$ cat config.mk
export PLATFORM = sky130hd
export DESIGN_NAME = one_wire_master_sequencer
export DESIGN_NICKNAME = d
export VERILOG_FILES = /design/src/design/owms_pkg.sv /design/src/design/owms_cfg.sv /design/src/design/owms_core.sv /design/src/design/owms_skid.sv /design/src/design/one_wire_master_sequencer.sv
export SDC_FILE = /design/constraint.sdc
export NUM_CORES = 1
export LEC_CHECK = 0
export BUFFER_PORTS_ARGS = -buffer_cell sky130_fd_sc_hd__buf_2
export CAP_MARGIN = 20
export CORE_MARGIN = 2
export CORE_UTILIZATION = 50
export CTS_CLUSTER_DIAMETER = 120
export CTS_CLUSTER_SIZE = 25
export DETAILED_ROUTE_END_ITERATION = 8
export PLACE_DENSITY_LB_ADDON = 0.25
export REMOVE_ABC_BUFFERS = 1
export SETUP_SLACK_MARGIN = 0.1
export SYNTH_ARGS = -nofsm -noshare
export SYNTH_HDL_FRONTEND = slang
export SYNTH_SLANG_ARGS = --single-unit
$ cat constraint.sdc
create_clock -name clk -period 6.5 [get_ports clk]
set_clock_uncertainty 0.1 [all_clocks]
set_input_delay 1.3 -clock clk [delete_from_list [all_inputs] [get_ports clk]]
set_output_delay 1.3 -clock clk [all_outputs]
set_load 0.03 [all_outputs]
$ cat src/design/owms_pkg.sv
package owms_pkg;

	localparam int unsigned TICK_W      = 10;
	localparam int unsigned BIT_IDX_W   = 3;
	localparam int unsigned BYTE_IDX_W  = 4;
	localparam int unsigned CFG_IDX_W   = 3;

	localparam logic [BYTE_IDX_W-1:0] READ_BYTES = 4'd9;
	localparam logic [BIT_IDX_W-1:0]  LAST_BIT   = 3'd7;

	localparam logic [7:0] CMD_SKIP    = 8'hCC;
	localparam logic [7:0] CMD_CONVERT = 8'h44;
	localparam logic [7:0] CMD_READ    = 8'hBE;

	// request kinds carried on s_tuser
	localparam logic [1:0] REQ_TICK    = 2'd0;
	localparam logic [1:0] REQ_CONVERT = 2'd1;
	localparam logic [1:0] REQ_READ    = 2'd2;

	// register indexes on the configuration port
	localparam logic [CFG_IDX_W-1:0] REG_RESET_LOW  = 3'd0;
	localparam logic [CFG_IDX_W-1:0] REG_RESET_WAIT = 3'd1;
	localparam logic [CFG_IDX_W-1:0] REG_SHORT_LOW  = 3'd2;
	localparam logic [CFG_IDX_W-1:0] REG_W1_REL     = 3'd3;
	localparam logic [CFG_IDX_W-1:0] REG_W0_LOW     = 3'd4;
	localparam logic [CFG_IDX_W-1:0] REG_W0_REL     = 3'd5;
	localparam logic [CFG_IDX_W-1:0] REG_R_SAMPLE   = 3'd6;
	localparam logic [CFG_IDX_W-1:0] REG_R_RECOVER  = 3'd7;

	typedef struct packed {
		logic [TICK_W-1:0] reset_low;
		logic [TICK_W-1:0] reset_wait;
		logic [TICK_W-1:0] short_low;
		logic [TICK_W-1:0] w1_release;
		logic [TICK_W-1:0] w0_low;
		logic [TICK_W-1:0] w0_release;
		logic [TICK_W-1:0] r_sample;
		logic [TICK_W-1:0] r_recover;
	} timing_t;

	typedef struct packed {
		logic       drive_low;
		logic       busy_res;
		logic       byte_valid;
		logic [7:0] byte_value;
		logic       byte_last;
	} res_t;

endpackage

$ cat src/design/owms_cfg.sv
module owms_cfg (
	input  logic                     clk,
	input  logic                     arst_n,
	input  logic                     wr_en,
	input  logic [owms_pkg::CFG_IDX_W-1:0] index,
	input  logic [owms_pkg::TICK_W-1:0]    data,
	output owms_pkg::timing_t        timing
);
	import owms_pkg::*;

	timing_t regs_q;

	always_ff @(posedge clk or negedge arst_n) begin
		if (!arst_n) begin
			regs_q.reset_low  <= 10'd480;
			regs_q.reset_wait <= 10'd480;
			regs_q.short_low  <= 10'd6;
			regs_q.w1_release <= 10'd64;
			regs_q.w0_low     <= 10'd60;
			regs_q.w0_release <= 10'd10;
			regs_q.r_sample   <= 10'd9;
			regs_q.r_recover  <= 10'd55;
		end else if (wr_en) begin
			case (index)
				REG_RESET_LOW:  regs_q.reset_low  <= data;
				REG_RESET_WAIT: regs_q.reset_wait <= data;
				REG_SHORT_LOW:  regs_q.short_low  <= data;
				REG_W1_REL:     regs_q.w1_release <= data;
				REG_W0_LOW:     regs_q.w0_low     <= data;
				REG_W0_REL:     regs_q.w0_release <= data;
				REG_R_SAMPLE:   regs_q.r_sample   <= data;
				REG_R_RECOVER:  regs_q.r_recover  <= data;
				default: ;
			endcase
		end
	end

	assign timing = regs_q;

endmodule

$ cat src/design/owms_core.sv
module owms_core (
	input  logic              clk,
	input  logic              arst_n,
	input  logic              accept,
	input  logic [1:0]        req_type,
	input  logic              bus_level,
	input  owms_pkg::timing_t timing,
	output owms_pkg::res_t    res
);
	import owms_pkg::*;

	typedef enum logic [9:0] {
		PH_IDLE     = 10'b00_0000_0001,
		PH_RST_LOW  = 10'b00_0000_0010,
		PH_RST_WAIT = 10'b00_0000_0100,
		PH_W1_LOW   = 10'b00_0000_1000,
		PH_W1_REL   = 10'b00_0001_0000,
		PH_W0_LOW   = 10'b00_0010_0000,
		PH_W0_REL   = 10'b00_0100_0000,
		PH_R_LOW    = 10'b00_1000_0000,
		PH_R_WAIT   = 10'b01_0000_0000,
		PH_R_REC    = 10'b10_0000_0000
	} phase_t;

	phase_t                phase_q, ph, ph_n;
	logic [TICK_W-1:0]     tick_q, tc, tc1, tick_n, limit, dur;
	logic [BIT_IDX_W-1:0]  bit_q, bi, bit_n;
	logic [BYTE_IDX_W-1:0] byte_q, byi, byte_n, byi_inc;
	logic [7:0]            shift_q, sb, shift_n, sb_in;
	logic                  rd_q, rd, start, done;

	// bit of the command stream for a given byte and bit position
	function automatic logic cmd_bit(logic [BYTE_IDX_W-1:0] b, logic r,
			logic [BIT_IDX_W-1:0] i);
		logic [7:0] c;
		begin
			c = (b == '0) ? CMD_SKIP : (r ? CMD_READ : CMD_CONVERT);
			cmd_bit = c[i];
		end
	endfunction

	always_comb begin
		start = (phase_q == PH_IDLE) && ((req_type == REQ_CONVERT) || (req_type == REQ_READ));
		ph    = start ? PH_RST_LOW : phase_q;
		tc    = start ? '0 : tick_q;
		bi    = start ? '0 : bit_q;
		byi   = start ? '0 : byte_q;
		sb    = start ? '0 : shift_q;
		rd    = start ? (req_type == REQ_READ) : rd_q;

		res = '0;
		res.busy_res = (ph != PH_IDLE);

		case (ph)
			PH_RST_LOW:  begin res.drive_low = 1'b1; limit = timing.reset_low; end
			PH_RST_WAIT: limit = timing.reset_wait;
			PH_W1_LOW:   begin res.drive_low = 1'b1; limit = timing.short_low; end
			PH_W1_REL:   limit = timing.w1_release;
			PH_W0_LOW:   begin res.drive_low = 1'b1; limit = timing.w0_low; end
			PH_W0_REL:   limit = timing.w0_release;
			PH_R_LOW:    begin res.drive_low = 1'b1; limit = timing.short_low; end
			PH_R_WAIT:   limit = timing.r_sample;
			PH_R_REC:    limit = timing.r_recover;
			default:     limit = TICK_W'(1);
		endcase

		dur     = (limit == '0) ? TICK_W'(1) : limit;
		tc1     = tc + TICK_W'(1);
		done    = (tc1 >= dur);
		byi_inc = byi + BYTE_IDX_W'(1);
		sb_in   = {bus_level, sb[7:1]};

		ph_n    = ph;
		tick_n  = done ? '0 : tc1;
		bit_n   = bi;
		byte_n  = byi;
		shift_n = sb;

		if (ph == PH_IDLE) begin
			tick_n = tc;
		end else if (done) begin
			case (ph)
				PH_RST_LOW:  ph_n = PH_RST_WAIT;
				PH_RST_WAIT: ph_n = cmd_bit(byi, rd, bi) ? PH_W1_LOW : PH_W0_LOW;
				PH_W1_LOW:   ph_n = PH_W1_REL;
				PH_W0_LOW:   ph_n = PH_W0_REL;
				PH_W1_REL, PH_W0_REL: begin
					if (bi == LAST_BIT) begin
						bit_n = '0;
						if (byi != '0) begin
							byte_n  = '0;
							shift_n = '0;
							ph_n    = rd ? PH_R_LOW : PH_IDLE;
						end else begin
							byte_n = byi_inc;
							ph_n   = cmd_bit(byi_inc, rd, '0) ? PH_W1_LOW : PH_W0_LOW;
						end
					end else begin
						bit_n = bi + BIT_IDX_W'(1);
						ph_n  = cmd_bit(byi, rd, bi + BIT_IDX_W'(1)) ? PH_W1_LOW : PH_W0_LOW;
					end
				end
				PH_R_LOW:    ph_n = PH_R_WAIT;
				PH_R_WAIT: begin
					if (bi == LAST_BIT) begin
						res.byte_valid = 1'b1;
						res.byte_value = sb_in;
						res.byte_last  = (byi_inc >= READ_BYTES) || (byi_inc == '0);
						bit_n   = '0;
						byte_n  = byi_inc;
						shift_n = '0;
					end else begin
						bit_n   = bi + BIT_IDX_W'(1);
						shift_n = sb_in;
					end
					ph_n = PH_R_REC;
				end
				PH_R_REC:    ph_n = (byi >= READ_BYTES) ? PH_IDLE : PH_R_LOW;
				default:     ph_n = PH_IDLE;
			endcase
		end
	end

	always_ff @(posedge clk or negedge arst_n) begin
		if (!arst_n) begin
			phase_q <= PH_IDLE;
			tick_q  <= '0;
			bit_q   <= '0;
			byte_q  <= '0;
			shift_q <= '0;
			rd_q    <= 1'b0;
		end else if (accept) begin
			phase_q <= ph_n;
			tick_q  <= tick_n;
			bit_q   <= bit_n;
			byte_q  <= byte_n;
			shift_q <= shift_n;
			rd_q    <= rd;
		end
	end

endmodule

$ cat src/design/owms_skid.sv
module owms_skid (
	input  logic           clk,
	input  logic           arst_n,
	input  logic           in_valid,
	output logic           in_ready,
	input  owms_pkg::res_t in_res,
	output logic           out_valid,
	input  logic           out_ready,
	output owms_pkg::res_t out_res
);
	import owms_pkg::*;

	logic out_valid_q, skid_valid_q;
	res_t out_q, skid_q;

	assign in_ready  = !skid_valid_q;
	assign out_valid = out_valid_q;
	assign out_res   = out_q;

	always_ff @(posedge clk or negedge arst_n) begin
		if (!arst_n) begin
			out_valid_q  <= 1'b0;
			skid_valid_q <= 1'b0;
		end else if (!out_valid_q || out_ready) begin
			if (skid_valid_q) begin
				out_valid_q  <= 1'b1;
				skid_valid_q <= 1'b0;
			end else begin
				out_valid_q <= in_valid;
			end
		end else if (in_valid && !skid_valid_q) begin
			skid_valid_q <= 1'b1;
		end
	end

	always_ff @(posedge clk) begin
		if (!out_valid_q || out_ready) begin
			out_q <= skid_valid_q ? skid_q : in_res;
		end else if (in_valid && !skid_valid_q) begin
			skid_q <= in_res;
		end
	end

endmodule

$ cat src/design/one_wire_master_sequencer.sv
// Bus master for a single-wire sensor line, stepped by one tick transaction
// per microsecond on the slave stream.
//  s_tuser : request kind (0 plain tick, 1 start conversion, 2 read scratchpad)
//  s_tdata : bit 0 is the line level sampled during this tick
//  m_tdata : per-tick result: line drive, busy flag, scratchpad byte
//  m_tuser : high when a scratchpad byte completes on this tick
//  m_tlast : high on the final scratchpad byte
// A request seen while idle starts a transaction on that very tick: reset
// pulse, release, skip-ROM byte, command byte, then (for a read) nine bytes
// read slot by slot. Requests arriving while busy are ignored.
// Throughput is one tick per clock while s_tready is high; each result is
// registered when its tick is accepted and leaves from the output register.
// The sequencer state advances only on accepted ticks, so time on the line is
// counted in transactions, not in clocks. When m_tready is low the output
// register holds and one more tick lands in the skid register; s_tready then
// drops until the consumer drains it. Reset clears the sequencer to idle,
// empties both buffers and restores the default slot timings. The user writes
// timing registers through cfg_* only when idle; the block does not enforce it.
module one_wire_master_sequencer (
	input  logic        clk,
	input  logic        arst_n,
	input  logic        s_tvalid,
	output logic        s_tready,
	input  logic [7:0]  s_tdata,   // [0] bus_level, [7:1] zero
	input  logic [1:0]  s_tuser,   // [1:0] req_type
	output logic        m_tvalid,
	input  logic        m_tready,
	output logic [15:0] m_tdata,   // [0] drive_low, [1] busy_res, [9:2] byte_value, [15:10] zero
	output logic        m_tuser,   // [0] byte_valid
	output logic        m_tlast,   // byte_last
	input  logic        cfg_wr_en,
	input  logic [owms_pkg::CFG_IDX_W-1:0] cfg_index,
	input  logic [owms_pkg::TICK_W-1:0]    cfg_data
);
	import owms_pkg::*;

	timing_t timing;
	res_t    step_res, out_res;
	logic    accept;

	assign accept = s_tvalid && s_tready;

	owms_cfg u_cfg (
		.clk    (clk),
		.arst_n (arst_n),
		.wr_en  (cfg_wr_en),
		.index  (cfg_index),
		.data   (cfg_data),
		.timing (timing)
	);

	// next-state and per-tick result, straight from the accepted tick
	owms_core u_core (
		.clk       (clk),
		.arst_n    (arst_n),
		.accept    (accept),
		.req_type  (s_tuser),
		.bus_level (s_tdata[0]),
		.timing    (timing),
		.res       (step_res)
	);

	// output register plus one-deep skid
	owms_skid u_skid (
		.clk       (clk),
		.arst_n    (arst_n),
		.in_valid  (accept),
		.in_ready  (s_tready),
		.in_res    (step_res),
		.out_valid (m_tvalid),
		.out_ready (m_tready),
		.out_res   (out_res)
	);

	assign m_tdata = {6'd0, out_res.byte_value, out_res.busy_res, out_res.drive_low};
	assign m_tuser = out_res.byte_valid;
	assign m_tlast = out_res.byte_last;

	// a completed byte only ever comes from inside a transaction
	a_byte_in_busy: assert property (@(posedge clk) disable iff (!arst_n)
		m_tvalid && m_tuser |-> m_tdata[1])
		else $error("byte completed outside a transaction");

	// the line is only pulled low while busy
	a_drive_in_busy: assert property (@(posedge clk) disable iff (!arst_n)
		m_tvalid && m_tdata[0] |-> m_tdata[1])
		else $error("line driven while idle");

	// last flag only rides on a completed byte
	a_last_with_byte: assert property (@(posedge clk) disable iff (!arst_n)
		m_tvalid && m_tlast |-> m_tuser)
		else $error("byte_last without byte_valid");

	// back-pressure upstream only follows a stalled output
	a_ready_drop: assert property (@(posedge clk) disable iff (!arst_n)
		$fell(s_tready) |-> $past(m_tvalid && !m_tready))
		else $error("s_tready dropped without an output stall");

endmodule

After elaboration in Yosys (flattened, before gate mapping)
Index checks and enable logic that the tools add are counted.
- register bits after elaboration: 142
- latch bits: 0
- bits in writable memories: 0
- ROM bits: 0
- input bits: 28
- output and inout port bits: 20
- memories kept: 0
- $add $sub $neg: 3
- multiply operators: 0
- div/mod/pow operators: 0
- $lt $le $gt $ge: 5
- eq/ne operators: 22
- shifts and indexed selects: 0
- multiplexer cells: 52
- bitwise logic cells: 1
- reductions and logical operators: 27
- operators with widths (operator ; number):
    $pmux W10 S8 ; 2
    $mux W10 ; 13
    $mux W8 ; 10
    $mux W4 ; 6
    $eq A10 B1 Y1 const B ; 2
    $mux W6 ; 3
    $reduce_and A2 Y1 ; 9
    $pmux W8 S2 ; 1
    $eq A3 B3 Y1 const B ; 5
    $mux W3 ; 5
    $mux W12 ; 1
    $add A10 B1 Y10 const B ; 1
    $eq A10 B10 Y1 const B ; 1
    $eq A10 B2 Y1 const B ; 1
    $eq A10 B3 Y1 const B ; 1
    $eq A10 B4 Y1 const B ; 1
    $eq A10 B5 Y1 const B ; 1
    $eq A10 B6 Y1 const B ; 1
    $eq A10 B7 Y1 const B ; 1
    $eq A10 B8 Y1 const B ; 1
    $eq A10 B9 Y1 const B ; 1
    $ge A10 B10 Y1 ; 1
    $logic_not A10 Y1 ; 1
    $ne A10 B1 Y1 const B ; 1
    22 further kinds ; 40

Longest topological paths before layout
- word-level depth: 13
- gate-level depth with buffers: 20
- depth with buffers taken out: 17

By module
From an unflattened synthesis, not the netlist that was laid out.
- cell total of the unflattened synthesis: 591
- area, all modules: 7288.2 um^2
- modules (own cells, without submodules) (module ; instances ; cells each ; area an instance (um^2) ; seq. area each (um^2)):
    owms_cfg ; 1 ; 175 ; 3193.1 ; 2031.9
    owms_core ; 1 ; 362 ; 3047.9 ; 877.1
    owms_skid ; 1 ; 46 ; 992.2 ; 770.7
    one_wire_master_sequencer ; 1 ; 8 ; 55.1 ; 0.0

Least setup slack after synthesis
Ideal clock, no wire load.
- kind: input-to-reg
- from: input port s_tuser[0]
- to: register u_skid.out_q, in the netlist u_skid.out_res[2] (data pin)
- setup time: 0.260 ns
- data arrival time: 5.219 ns
- data required time: 6.140 ns
- setup slack: 0.922 ns
- cell stages on the path: 20
- buffers on the path: 4
- path through: inv_1 -> ha_1 -> or4_4 -> buf_6 -> clkbuf_1 -> and2_1 -> ha_1 -> nand3_1 -> xor2_1 -> nor2_1 -> ha_1 -> a21o_1 -> a21oi_1 -> o21ai_0 -> a221o_1 -> clkbuf_1 -> and3_1 -> clkbuf_1 -> and2_1 -> mux2_2
- RTL lines (item ; RTL line ; RTL):
    from (decl) ; one_wire_master_sequencer.sv:25 ; input logic [1:0] s_tuser,
    to (signal assigned) ; owms_skid.sv:38 ; out_q <= skid_valid_q ? skid_q : in_res;
    to (decl) ; owms_skid.sv:14 ; res_t out_q, skid_q;

==> metrics.yaml <==
outcome:
  outcome: "finished, final reports clean"
die:
  dieArea_sq_mm: 0.0155
  die_x_um: 125
  core-area_sq_mm: 0.0144
  start_util_pct: 50.6
  rows: 44
  io_pins: 48
  die_h_um: 125
synthesis:
  synth_area_leaders: "dfrtp_1 32%, mux2_2 15%, edfxtp_1 9.9%"
  synth-async-reset-ratio_pct: 83.0
  synth_cell_types: 68
  synth_top_flop_cell: "dfrtp_1"
  syn_area_sq_mm: 0.00728
  synth_top_area_share_pct: 31.6
  yosysSeqAreaShare_pct: 50.6
  synth_area_per_cell_sq_um: 11.5
  yosysWarnings: 0
  yosysTopAreaCell: "dfrtp_1"
  synth-seq-cells: 141
  synth_edf_count: 24
  synthCells: 633
setup_path:
  cpMaxStageDelayCell: "a211oi_1"
  path_cells: "buf_2 -> inv_1 -> ha_1 -> or3b_2 -> a211oi_1 -> buf_4 -> a22o_1 -> a221o_1 -> a211oi_1 -> nand4_1 -> o21bai_1 -> ha_1 -> nand2b_1 -> a211oi_1 -> o21ai_0 -> a221o_1 -> and3_1 -> and2_1 -> mux2_2"
  r2r_start: "u_core.phase_q[2]"
  r2r_setup_slack_ps: 1300
  path_buf_inv: 3
  end_kind: "flop"
  crit_fanout: 13
  cpPeakStageDelay_ps: 440
  r2r-end: "u_core.shift_q[4]"
  cp-start-kind: "input port"
  crit_arrival_ps: 5530
  reg2reg_depth: 15
  required_ps: 6570
  cp_top_family: "compound AO/OA/AOI/OAI gates"
  cpMostUsedCell: "a211oi_1"
  worstSetupPathType: "input port to flop"
grt:
  grt_pass1_wl_um: 28900
  overflow: 0
  antenna_found_initial: 0
  first_global_vias: 5450
  grt_max_degree: 61
  grt_use_total_pct: 23.5
placed_design:
  pre_cts_slack_ps: 644
  placed_cells: 830
  dp_hpwl_um: 12200
  port_buffers: 34
  gp_congestion: 0.895
pwr:
  switching_share_pct: 35.1
  p_sw_w: 0.00109
  seqPwrFrac_pct: 39.3
  clockPowerShare_pct: 28.6
  power_density_mw_per_mm2: 381
  p_total_w: 0.00310
  leakage_nw: 3.43
  p_int_w: 0.00201
  ir_drop_v: 0.000231
  power_frac_comb_pct: 32.1
drt:
  drc_errors: 0
  drt-total-wl_um: 17400
  routedWlPerCell_um: 20.2
  first_iter_violations: 453
  vias_per_cell: 6.11
  first_pass_iters: 5
  ant_nets: 0
  vias: 5276
timing:
  fin_ws_ps: 1040
  hold_viol_final: 0
  setup_viol: 0
  slew_headroom_pct: 30.0
  rsz0062_at_grt: "no"
  final_max_slew_viol_count: 0
  max_freq_mhz: 183
  worst_slew_pin_slew_ps: 1050
  min_period_over_period_pct: 84.0
  final.setup.tns_ps: 0
  period_minus_slack_ps: 5460
final_layout:
  fill_cells: 1162
  num_antenna_cells: 0
  area_growth_pct: 12.1
  multi_input_area_sq_mm: 0.00341
  finalNonFillerCells: 863
  seq_area_sq_mm: 0.00368
  drive_gt1_share_pct: 29.6
  fin_nets: 711
  final_util_pct: 56.7
clocking:
  clkLatencyLatePin_ps: 420
  cts_hold_buf: 0
  cts_resized: 0
  tritoncts: "built"
  ctsLongestPathBuffers: 2
  cts.sinks: 141
  htreeDepth: 4
  clk_pin_slew_ps: 60
  cts_setup_buffers: 0
  cts-buffers-inserted: 17
  root_buffer: "clkbuf_16"
job:
  drv_cap: 0
min_path:
  min_to: "u_cfg.timing[49]"
  hold_path.class: "flop to flop"
  whs_path_depth: 1
  hp-start: "u_cfg.timing[49]"
==> Yosys cell counts, types with 4 or more instances <==
cell type	number
xor2_1	4
a21o_1	9
o21ai_0	18
nor2_1	23
nand4b_1	4
nor3b_1	6
clkbuf_1	24
or2_2	4
dfrtp_1	92
or4_1	6
a211oi_1	5
nand4_1	6
a21oi_1	12
and2_1	17
a22oi_1	25
nand2b_1	10
a22o_1	12
nand3_1	11
nor2b_1	11
dfstp_2	25
nor3_1	11
o21a_1	4
mux2_2	95
and3_1	10
nand2_1	52
ha_1	17
inv_1	8
buf_4	6
edfxtp_1	24
nand3b_1	10
nor4_1	7
o22ai_1	7
==> stage by stage <==
stage               hold WS (ps)  area (sq um)
floorplan                    362          7120
global placement             378          7610
detailed placement           390          7610
CTS                          405          8140
global route                 420          8150
finish                       405          8150
==> registers in the layout, indices dropped and copies added, names as in the netlist <==
name / count
u_cfg.timing: 80
u_core.bit_q: 3
u_core.byte_q: 4
u_core.phase_q: 10
u_core.rd_q: 1
u_core.shift_q: 7
u_core.tick_q: 10
u_skid.out_res: 12
u_skid.out_valid: 1
u_skid.skid_q: 12
u_skid.skid_valid_q: 1
==> worst max path at each step <==
stage | startpoint | end | slack [ps] | cells past startpoint
2_1_floorplan | s_tuser[0] | u_core.phase_q[4] | 640 | 15
3_3_place_gp | s_tuser[0] | u_skid.out_res[2] | 700 | 19
3_5_place_dp | s_tuser[0] | u_skid.out_res[8] | 640 | 19
4_1_cts | s_tuser[0] | u_skid.out_res[8] | 1060 | 19
5_1_grt | s_tuser[0] | u_core.bit_q[0] | 790 | 20
6_report | s_tuser[0] | u_skid.out_res[8] | 1040 | 19
==> metal layers <==
| layer | GRT usage [%] | up-vias | share of wire (%) |
|---|---|---|---|
| li1 | - | 2429 | - |
| met1 | 31.8 | 2653 | 45 |
| met2 | 37.8 | 170 | 49 |
| met3 | 5.11 | 24 | 5.2 |
| met4 | 8.00 | 0 | 1.3 |
| met5 | 0 | - | 0 |
==> logic make-up (layout without fill, tap and decap cells) <==
| family | Yosys count | in the layout | share of synthesized area, % |
|---|---|---|---|
| and+or+nand+nor | 198 | 198 | 15.1 |
| DFF | 141 | 141 | 50.6 |
| AOI/OAI and AO/OA | 128 | 128 | 12.9 |
| muxes | 97 | 97 | 15.0 |
| buffers and inverters | 45 | 86 | 2.79 |
| adders and majority gates | 17 | 17 | 2.92 |
| xor gates and xnor gates | 6 | 6 | 0.722 |
| other | 1 | 6 | 0.0515 |
==> power by group through the flow <==
stage | Combinational (W) | Sequential, W | Clock, W
global route | 0.00109 | 0.00124 | 0.000942
floorplan | 0.000654 | 0.00121 | 0
finish | 0.000995 | 0.00122 | 0.000888
CTS | 0.000984 | 0.00122 | 0.000901
global placement | 0.000948 | 0.00122 | 0
detailed placement | 0.000980 | 0.00123 | 0
==> final cells by class <==
class	instances	area share, %
flip-flops and latches	141	45.1
multi-input cells	452	41.9
clock buffers	21	5.40
repair buffers	46	3.27
well taps	184	2.82
clock inverters	11	1.15
inverters	8	0.368
==> layout by cell type, fill, tap and decap left out, types with 11 or more instances in the layout <==
master and count:
buf_4 12, dfrtp_1 92, a22o_1 12, edfxtp_1 24, nand3_1 11, o21ai_0 18
nand2_1 52, nor3_1 11, mux2_2 95, clkbuf_16 17, and2_1 17, a21oi_1 12
a22oi_1 25, nor2_1 23, dfstp_2 25, buf_2 33, ha_1 17, nor2b_1 11
(Power assumes the default switching activity.)
